--- config.mk ---
export PLATFORM = sky130hd
export DESIGN_NAME = grid_word_search_core
export DESIGN_NICKNAME = d
export VERILOG_FILES = /design/src/gws_pkg.sv /design/src/gws_ram.sv /design/src/gws_search.sv /design/src/grid_word_search_core.sv
export SDC_FILE = /design/constraint.sdc
export NUM_CORES = 1
export LEC_CHECK = 0
export CAP_MARGIN = 20
export CORE_UTILIZATION = 50
export DETAILED_ROUTE_END_ITERATION = 8
export DONT_BUFFER_PORTS = 1
export HOLD_SLACK_MARGIN = 0.15
export PLACE_DENSITY = 0.76
export SETUP_SLACK_MARGIN = 0.2
export SLEW_MARGIN = 0
export SYNTH_ARGS = -nofsm -noshare
export SYNTH_HDL_FRONTEND = slang
export SYNTH_SLANG_ARGS = --single-unit
--- constraint.sdc ---
create_clock -name clock -period 4.9 [get_ports clock]
set_clock_uncertainty 0.05 [all_clocks]
set_input_delay 0.98 -clock clock [delete_from_list [all_inputs] [get_ports clock]]
set_output_delay 0.98 -clock clock [all_outputs]
set_load 0.05 [all_outputs]
--- src/gws_pkg.sv ---
// Shared constants, types and address helper for the grid word search block.
// Used by gws_search and grid_word_search_core; no dependencies.
`timescale 1ns / 1ps
`default_nettype none

package gws_pkg;

   localparam int GRID_ROWS   = 8;
   localparam int GRID_COLS   = 8;
   localparam int MAX_PATTERN = 8;

   localparam int GRID_DEPTH = GRID_ROWS * GRID_COLS;
   localparam int GRID_AW    = (GRID_DEPTH > 1) ? $clog2(GRID_DEPTH) : 1;
   localparam int LEN_W      = $clog2(MAX_PATTERN + 1);
   localparam int PAT_IW     = (MAX_PATTERN > 1) ? $clog2(MAX_PATTERN) : 1;
   // search counters hold row, column and offset sums with headroom
   localparam int SRCH_W     = $clog2(GRID_ROWS + GRID_COLS + MAX_PATTERN + 1) + 1;

   localparam int CHAR_W     = 8;
   localparam int CELL_ROW_W = 3;
   localparam int CELL_COL_W = 3;
   localparam int REQ_DATA_W = 16;
   localparam int RSP_DATA_W = 8;

   typedef enum logic {
      OP_GRID    = 1'b0,
      OP_PATTERN = 1'b1
   } op_type;

   typedef struct packed {
      logic             start;
      logic [LEN_W-1:0] len;
   } srch_ctl_type;

   typedef struct packed {
      logic done;
      logic found;
   } srch_sts_type;

   function automatic logic [GRID_AW-1:0] grid_addr(input logic [SRCH_W-1:0] row,
                                                     input logic [SRCH_W-1:0] col);
      logic [2*SRCH_W-1:0] full;
      full = {{SRCH_W{1'b0}}, row} * (2*SRCH_W)'(GRID_COLS)
             + {{SRCH_W{1'b0}}, col};
      return full[GRID_AW-1:0];
   endfunction

endpackage

`default_nettype wire

--- src/gws_ram.sv ---
// Generic single-write, single-read RAM with registered read data.
// No dependencies.
`timescale 1ns / 1ps
`default_nettype none

module gws_ram #(
   parameter int WIDTH = 8,
   parameter int DEPTH = 64
) (
   input  wire logic                                   clock,
   input  wire logic                                   wr_en,
   input  wire logic [((DEPTH > 1) ? $clog2(DEPTH) : 1)-1:0] wr_addr,
   input  wire logic [WIDTH-1:0]                       wr_data,
   input  wire logic                                   rd_en,
   input  wire logic [((DEPTH > 1) ? $clog2(DEPTH) : 1)-1:0] rd_addr,
   output logic      [WIDTH-1:0]                       rd_data
);

   logic [WIDTH-1:0] mem_ff [DEPTH];
   logic [WIDTH-1:0] rd_data_ff;

   always_ff @(posedge clock) begin
      if (wr_en) begin
         mem_ff[wr_addr] <= wr_data;
      end
      if (rd_en) begin
         rd_data_ff <= mem_ff[rd_addr];
      end
   end

   assign rd_data = rd_data_ff;

endmodule

`default_nettype wire

--- src/gws_search.sv ---
// Search sequencer: walks every row and column start position, one character
// compare at a time through the grid RAM read port. Depends on gws_pkg.
`timescale 1ns / 1ps
`default_nettype none

module gws_search import gws_pkg::*; (
   input  wire logic               clock,
   input  wire logic               reset,
   input  wire srch_ctl_type       ctl,
   output srch_sts_type            sts,
   output logic                    rd_en,
   output logic [GRID_AW-1:0]      rd_addr,
   input  wire logic [CHAR_W-1:0]  rd_data,
   output logic [PAT_IW-1:0]       pat_idx,
   input  wire logic [CHAR_W-1:0]  pat_char
);

   typedef enum logic [1:0] {
      ST_IDLE,
      ST_READ,
      ST_CMP
   } state_type;

   state_type         state_ff, state_in;
   logic [SRCH_W-1:0] r_ff, r_in;
   logic [SRCH_W-1:0] c_ff, c_in;
   logic [SRCH_W-1:0] k_ff, k_in;
   logic [SRCH_W-1:0] n_ff, n_in;
   logic              dir_col_ff, dir_col_in;
   logic              done_ff, done_in;
   logic              found_ff, found_in;

   logic [SRCH_W-1:0] row_sum, col_sum, r_lim, c_lim, len_ext;

   assign row_sum = r_ff + (dir_col_ff ? k_ff : '0);
   assign col_sum = c_ff + (dir_col_ff ? '0 : k_ff);
   // last legal start position in the current direction
   assign c_lim   = dir_col_ff ? SRCH_W'(GRID_COLS - 1) : SRCH_W'(GRID_COLS) - n_ff;
   assign r_lim   = dir_col_ff ? SRCH_W'(GRID_ROWS) - n_ff : SRCH_W'(GRID_ROWS - 1);
   assign len_ext = SRCH_W'(ctl.len);

   assign rd_addr = grid_addr(row_sum, col_sum);
   assign pat_idx = k_ff[PAT_IW-1:0];

   always_comb begin
      state_in   = state_ff;
      r_in       = r_ff;
      c_in       = c_ff;
      k_in       = k_ff;
      n_in       = n_ff;
      dir_col_in = dir_col_ff;
      done_in    = 1'b0;
      found_in   = found_ff;
      rd_en      = 1'b0;
      unique case (state_ff)
         ST_IDLE: begin
            if (ctl.start) begin
               n_in = len_ext;
               r_in = '0;
               c_in = '0;
               k_in = '0;
               priority if (len_ext <= SRCH_W'(GRID_COLS)) begin
                  dir_col_in = 1'b0;
                  state_in   = ST_READ;
               end else if (len_ext <= SRCH_W'(GRID_ROWS)) begin
                  dir_col_in = 1'b1;
                  state_in   = ST_READ;
               end else begin
                  done_in  = 1'b1;
                  found_in = 1'b0;
               end
            end
         end
         ST_READ: begin
            rd_en    = 1'b1;
            state_in = ST_CMP;
         end
         ST_CMP: begin
            priority if (rd_data == pat_char && k_ff == n_ff - 1'b1) begin
               done_in  = 1'b1;
               found_in = 1'b1;
               state_in = ST_IDLE;
            end else if (rd_data == pat_char) begin
               k_in     = k_ff + 1'b1;
               state_in = ST_READ;
            end else begin
               k_in     = '0;
               state_in = ST_READ;
               priority if (c_ff < c_lim) begin
                  c_in = c_ff + 1'b1;
               end else if (r_ff < r_lim) begin
                  r_in = r_ff + 1'b1;
                  c_in = '0;
               end else if (!dir_col_ff && n_ff <= SRCH_W'(GRID_ROWS)) begin
                  dir_col_in = 1'b1;
                  r_in       = '0;
                  c_in       = '0;
               end else begin
                  done_in  = 1'b1;
                  found_in = 1'b0;
                  state_in = ST_IDLE;
               end
            end
         end
         default: begin
            state_in = ST_IDLE;
         end
      endcase
   end

   always_ff @(posedge clock) begin
      if (reset) begin
         state_ff <= ST_IDLE;
         done_ff  <= 1'b0;
      end else begin
         state_ff <= state_in;
         done_ff  <= done_in;
      end
      r_ff       <= r_in;
      c_ff       <= c_in;
      k_ff       <= k_in;
      n_ff       <= n_in;
      dir_col_ff <= dir_col_in;
      found_ff   <= found_in;
   end

   assign sts.done  = done_ff;
   assign sts.found = found_ff;

endmodule

`default_nettype wire

--- src/grid_word_search_core.sv ---
// Grid word search top level: grid RAM, pattern buffer, search sequencer, two result registers.
// Grid and non-final pattern items start no search; a final pattern item that fits starts a search
// that does each character compare as a read state and a compare state through the single grid
// RAM read port; an overflowed pattern is answered at once, with no search.
// Results land in a result register; input stalls while a search runs or the spare slot is full.
// Reset clears pattern length, overflow flag and handshake state; grid contents are kept.
`timescale 1ns / 1ps
`default_nettype none

module grid_word_search_core import gws_pkg::*; (
   input  wire logic                  clock,
   input  wire logic                  reset,
   input  wire logic                  req_tvalid,
   output logic                       req_tready,
   // [2:0] cell_row, [5:3] cell_col, [13:6] char_code, [15:14] zero
   input  wire logic [REQ_DATA_W-1:0] req_tdata,
   // [0] op
   input  wire logic                  req_tuser,
   input  wire logic                  req_tlast,
   output logic                       rsp_tvalid,
   input  wire logic                  rsp_tready,
   // [0] found, [1] pattern_too_long, [7:2] zero
   output logic [RSP_DATA_W-1:0]      rsp_tdata
);

   logic                  accept;
   logic [CELL_ROW_W-1:0] req_row;
   logic [CELL_COL_W-1:0] req_col;
   logic [CHAR_W-1:0]     req_char;
   logic                  is_pattern;

   logic [LEN_W-1:0]  len_ff, len_in, len_new;
   logic              ovf_ff, ovf_in, ovf_new;
   logic              busy_ff, busy_in;
   logic              rsp_tvalid_ff, rsp_tvalid_in;
   logic              rsp_found_ff, rsp_found_in;
   logic              rsp_long_ff, rsp_long_in;
   logic              spare_valid_ff, spare_valid_in;
   logic              spare_found_ff, spare_found_in;
   logic              spare_long_ff, spare_long_in;
   logic              res_new, res_found, res_long;
   logic [CHAR_W-1:0] pat_ff [MAX_PATTERN];
   logic              len_room;

   logic               wr_en;
   logic [GRID_AW-1:0] wr_addr;
   logic               rd_en;
   logic [GRID_AW-1:0] rd_addr;
   logic [CHAR_W-1:0]  rd_data;
   logic [PAT_IW-1:0]  pat_idx;
   srch_ctl_type       ctl;
   srch_sts_type       sts;

   assign req_row    = req_tdata[CELL_ROW_W-1:0];
   assign req_col    = req_tdata[CELL_ROW_W+CELL_COL_W-1:CELL_ROW_W];
   assign req_char   = req_tdata[CELL_ROW_W+CELL_COL_W+CHAR_W-1:CELL_ROW_W+CELL_COL_W];
   assign is_pattern = (req_tuser == OP_PATTERN);

   // a free spare slot always has room for the next result
   assign req_tready = !busy_ff && !spare_valid_ff;
   assign accept     = req_tvalid && req_tready;

   assign len_room = (len_ff < LEN_W'(MAX_PATTERN));
   assign len_new  = len_room ? len_ff + 1'b1 : len_ff;
   assign ovf_new  = ovf_ff || !len_room;

   assign wr_en   = accept && !is_pattern && (int'(req_row) < GRID_ROWS)
                    && (int'(req_col) < GRID_COLS);
   assign wr_addr = grid_addr(SRCH_W'(req_row), SRCH_W'(req_col));

   assign ctl.start = accept && is_pattern && req_tlast && !ovf_new;
   assign ctl.len   = len_new;

   always_comb begin
      len_in    = len_ff;
      ovf_in    = ovf_ff;
      busy_in   = busy_ff;
      res_new   = 1'b0;
      res_found = 1'b0;
      res_long  = 1'b0;
      if (sts.done) begin
         busy_in   = 1'b0;
         res_new   = 1'b1;
         res_found = sts.found;
      end
      if (accept && is_pattern) begin
         if (req_tlast) begin
            len_in = '0;
            ovf_in = 1'b0;
            if (ovf_new) begin
               // overflowed pattern: answer at once, no search
               res_new  = 1'b1;
               res_long = 1'b1;
            end else begin
               busy_in = 1'b1;
            end
         end else begin
            len_in = len_new;
            ovf_in = ovf_new;
         end
      end

      rsp_tvalid_in  = rsp_tvalid_ff && !rsp_tready;
      rsp_found_in   = rsp_found_ff;
      rsp_long_in    = rsp_long_ff;
      spare_valid_in = spare_valid_ff;
      spare_found_in = spare_found_ff;
      spare_long_in  = spare_long_ff;
      // spare moves up as soon as the output register frees
      if (spare_valid_ff && !rsp_tvalid_in) begin
         rsp_tvalid_in  = 1'b1;
         rsp_found_in   = spare_found_ff;
         rsp_long_in    = spare_long_ff;
         spare_valid_in = 1'b0;
      end
      if (res_new) begin
         if (rsp_tvalid_in) begin
            spare_valid_in = 1'b1;
            spare_found_in = res_found;
            spare_long_in  = res_long;
         end else begin
            rsp_tvalid_in = 1'b1;
            rsp_found_in  = res_found;
            rsp_long_in   = res_long;
         end
      end
   end

   always_ff @(posedge clock) begin
      if (reset) begin
         len_ff         <= '0;
         ovf_ff         <= 1'b0;
         busy_ff        <= 1'b0;
         rsp_tvalid_ff  <= 1'b0;
         spare_valid_ff <= 1'b0;
      end else begin
         len_ff         <= len_in;
         ovf_ff         <= ovf_in;
         busy_ff        <= busy_in;
         rsp_tvalid_ff  <= rsp_tvalid_in;
         spare_valid_ff <= spare_valid_in;
      end
      rsp_found_ff   <= rsp_found_in;
      rsp_long_ff    <= rsp_long_in;
      spare_found_ff <= spare_found_in;
      spare_long_ff  <= spare_long_in;
      if (accept && is_pattern && len_room) begin
         pat_ff[len_ff[PAT_IW-1:0]] <= req_char;
      end
   end

   gws_ram #(
      .WIDTH (CHAR_W),
      .DEPTH (GRID_DEPTH)
   ) u_grid_ram (
      .clock   (clock),
      .wr_en   (wr_en),
      .wr_addr (wr_addr),
      .wr_data (req_char),
      .rd_en   (rd_en),
      .rd_addr (rd_addr),
      .rd_data (rd_data)
   );

   gws_search u_search (
      .clock    (clock),
      .reset    (reset),
      .ctl      (ctl),
      .sts      (sts),
      .rd_en    (rd_en),
      .rd_addr  (rd_addr),
      .rd_data  (rd_data),
      .pat_idx  (pat_idx),
      .pat_char (pat_ff[pat_idx])
   );

   assign rsp_tvalid = rsp_tvalid_ff;
   assign rsp_tdata  = {{(RSP_DATA_W-2){1'b0}}, rsp_long_ff, rsp_found_ff};

   // a search only finishes while one is running
   a_done_busy : assert property (@(posedge clock) disable iff (reset)
      sts.done |-> busy_ff)
      else $error("search done without a running search");

   // grid is never rewritten under a running search
   a_no_write_busy : assert property (@(posedge clock) disable iff (reset)
      wr_en |-> !busy_ff)
      else $error("grid write during search");

   // overflowed pattern never reports a match
   a_long_not_found : assert property (@(posedge clock) disable iff (reset)
      rsp_tvalid_ff |-> !(rsp_long_ff && rsp_found_ff))
      else $error("found and pattern_too_long both set");

   // a search start leaves the block busy with an empty pattern
   a_start_idle : assert property (@(posedge clock) disable iff (reset)
      ctl.start |=> busy_ff && len_ff == '0)
      else $error("search start did not clear the pattern");

   // a new result never lands on a full spare slot
   a_spare_free : assert property (@(posedge clock) disable iff (reset)
      res_new |-> !spare_valid_ff)
      else $error("result overwrote the spare slot");

endmodule

`default_nettype wire
==> results.py <==
metrics = {
    "cts": {
        "cts-root-buf": "clkbuf_16",
        "numClockSinks": 626,
        "clkTransAtPathRegs_ns": 0.06,
        "postCtsHoldBufs": 0,
        "cts-resized-gates": 0,
        "clk_path_buf_depth": 3,
        "clk_latency_ns": 0.62,
        "cts_buffers": 59,
        "post_cts_buffers": 0,
        "htree_num_levels": 2,
        "cts_tree": "yes",
    },
    "sta": {
        "drv_slew": 0,
        "finalCriticalPeriod_ns": 4.12,
        "setup_violations": 0,
        "totalNegativeSetupSlack_ns": 0,
        "period_share_pct": 84.0,
        "tightest_slew_ns": 1.01,
        "rsz0062_at_grt": "no",
        "fmax_mhz": 243,
        "relSlewSlack_pct": 32.0,
        "finalHoldViolCount": 0,
    },
    "place": {
        "post_dp_cell_area_mm2": 0.0262,
        "hpwlAfterDp_um": 30100,
        "dp.cells": 1891,
        "place.gp.congestion": 0.792,
        "numPortBuffers": 0,
    },
    "layout": {
        "antenna_cells": 0,
        "drive_gt1_share_pct": 21.8,
        "nNetsFinal": 1330,
        "fin_cells": 1995,
        "area_growth_syn_to_layout_pct": 10.3,
        "final_area_mm2": 0.0280,
    },
    "min_path": {
        "min_from": "reset",
        "worstHoldPathType": "input pin to flop",
    },
    "logic_synthesis": {
        "ys_ff_latch": 626,
        "synth_common_cells": "610 x edfxtp_1, 176 x mux4_2, 109 x nor2_1",
        "synth_edf_count": 610,
        "syn_area_per_cell_um2": 20.1,
        "synth_area_leaders": "edfxtp_1 72%, mux4_2 16%, nor2_1 1.6%, dfxtp_1 1.3%, ha_1 1.2%",
        "ys_types": 48,
        "netlist_instances": 1262,
        "ys.flop_type": "edfxtp_1",
        "yosys_warnings": 0,
        "synth.top_cell.area_share_pct": 72.3,
        "ys_seq_area_share_pct": 73.5,
        "syn_area_mm2": 0.0254,
        "async_reset_ff_share_pct": 0,
        "yosysTopAreaCell": "edfxtp_1",
        "synth_most_common_cell": "edfxtp_1",
    },
    "worst_setup_path": {
        "cp.buffers_inverters": 3,
        "ff2ff_setup_slack_ns": 0.78,
        "startpoint_type": "flop",
        "cp-end-kind": "flop",
        "critPathKind": "flop to flop",
        "reg2reg_depth": 13,
        "cp-endpoint": "u_grid_ram.rd_data[7]$_DFFE_PN_",
        "crit_path_max_incr_delay_ns": 0.53,
        "path_cells": "and2_1 > ha_1 > fa_1 > inv_1 > fa_1 > inv_1 > ha_1 > xnor2_2 > buf_12 > mux4_2 > mux2_2 > nand2_1 > o21ai_0",
        "required_ns": 5.15,
        "slowest_stage": "fa_1",
        "crit_fanout": 32,
        "r2r_end": "u_grid_ram.rd_data[7]$_DFFE_PN_",
        "crit_start": "u_search.k_ff[0]$_DFFE_PP_",
        "path_delay_family": "adder cells",
        "r2r-start": "u_search.k_ff[0]$_DFFE_PP_",
        "cp_num_cells": 13,
        "critical_path_arrival_ns": 4.36,
    },
    "die": {
        "die_area_mm2": 0.0516,
        "io_pins": 32,
        "coreArea_mm2": 0.0501,
        "initial_utilization_pct": 50.6,
        "die_h_um": 227,
        "die_w_um": 227,
        "rows": 82,
    },
    "grt": {
        "grt_max_degree": 73,
        "grt.overflow.total": 0,
        "antenna_found_initial": 0,
        "track_usage_pct": 20.5,
        "grt_pass1_vias": 12109,
        "grt_pass1_wl_um": 77000,
    },
    "power_and_ir_drop": {
        "power.leakage_nw": 8.76,
        "power_density_mw_per_mm2": 394,
        "ir_drop_v": 0.000284,
    },
    "status": {
        "status": "complete, no violations",
    },
    "routing": {
        "wl_um": 51200,
        "viasPerCell": 6.04,
        "dr.first_iter.drc_count": 1244,
        "drc_errors": 0,
        "ant_nets": 0,
        "vias": 12044,
        "post_drt_wl_per_cell_um": 25.7,
        "first_pass_iters": 5,
    },
    "job": {
        "cap_viol_max_count": 0,
    },
}
placed cells by master, fill, tap and decap left out, types with 6 or more instances in the layout:
cell type,instances
clkinv_1,12
xor2_1,6
clkbuf_16,60
mux2_2,8
buf_12,8
dfxtp_1,16
conb_1,6
nor2_1,109
mux4_2,176
inv_1,24
clkbuf_1,15
nand2b_1,10
clkinv_2,11
nand3_1,15
edfxtp_1,610
and2_1,7
buf_4,9
a21oi_1,15
xnor2_1,28
nor2b_1,10
o21ai_0,19
mux2i_1,20
nand2_1,32
nor3_1,13
ha_1,22
logic make-up (layout without fill, tap and decap cells):
logic type,count (synthesis),after routing,share of synthesized area (%)
compound gates,60,60,1.46
buf+inv,90,146,1.55
simple gates,217,217,3.93
xor+xnor,36,36,1.24
flops,626,626,73.5
fa+ha+maj,28,28,1.50
other cells,1,6,0.0148
mux,204,204,16.8
cell type report:
type / count / area, um^2
clock inverter: 29 / 226
tap: 672 / 841
clock buffer: 75 / 1560
sequential: 626 / 18600
multi-input combinational: 551 / 6380
fill: 3678 / 22100
timing repair buffer: 17 / 228
inverter: 25 / 93.8
sequential cells by signal, summed over array words and instances, names as in the netlist, 2 cells and up, named ones only:
signal,flops
u_search.k_ff,6
u_search.n_ff,4
u_grid_ram.rd_data,8
u_grid_ram.mem_ff,512
pat_ff,64
u_search.r_ff,6
u_search.c_ff,6
u_search.state_ff,2
len_ff,4
worst min-delay path by stage:
| stage | endpoint | slack [ns] | cells after the start |
|---|---|---|---|
| final | len_ff[2]$_SDFFE_PP0P_ | 0.39 | 1 |
| after global routing | rsp_tvalid$_SDFF_PP0_ | 0.36 | 1 |
| after CTS | len_ff[2]$_SDFFE_PP0P_ | 0.35 | 1 |
| after detailed placement | rsp_long_ff$_DFF_P_ | 0.41 | 2 |
| after global placement | rsp_found_ff$_DFF_P_ | 0.40 | 2 |
| after floorplan | rsp_found_ff$_DFF_P_ | 0.39 | 2 |
report_power, final:
| group | switching, mW | internal [mW] |
|---|---|---|
| Sequential | 0.0311 | 5.91 |
| Combinational | 0.411 | 0.381 |
| Clock | 1.89 | 2.39 |
| Total | 2.33 | 8.68 |
layer usage:
metal  share of wire, %  track usage [%]  vias up
met4                2.5             5.89        0
met2                 51             34.3      499
li1                   -                -     5122
met3                7.1             3.56       88
met5                  0                0        -
met1                 39             27.9     6335
stage by stage:
step / hold slack, ns / utilization (%) / setup WS, ns / total power, mW
2_1_floorplan: 0.391 / - / 0.781 / 6.62
3_3_place_gp: 0.402 / 52.3 / 0.845 / 6.83
3_5_place_dp: 0.406 / 52.3 / 0.817 / 6.85
4_1_cts: 0.354 / 55.9 / 0.779 / 11.1
5_1_grt: 0.359 / 55.9 / 0.610 / 11.3
6_report: 0.386 / 55.9 / 0.784 / 11.0
Power figures use the tool's default switching activity.
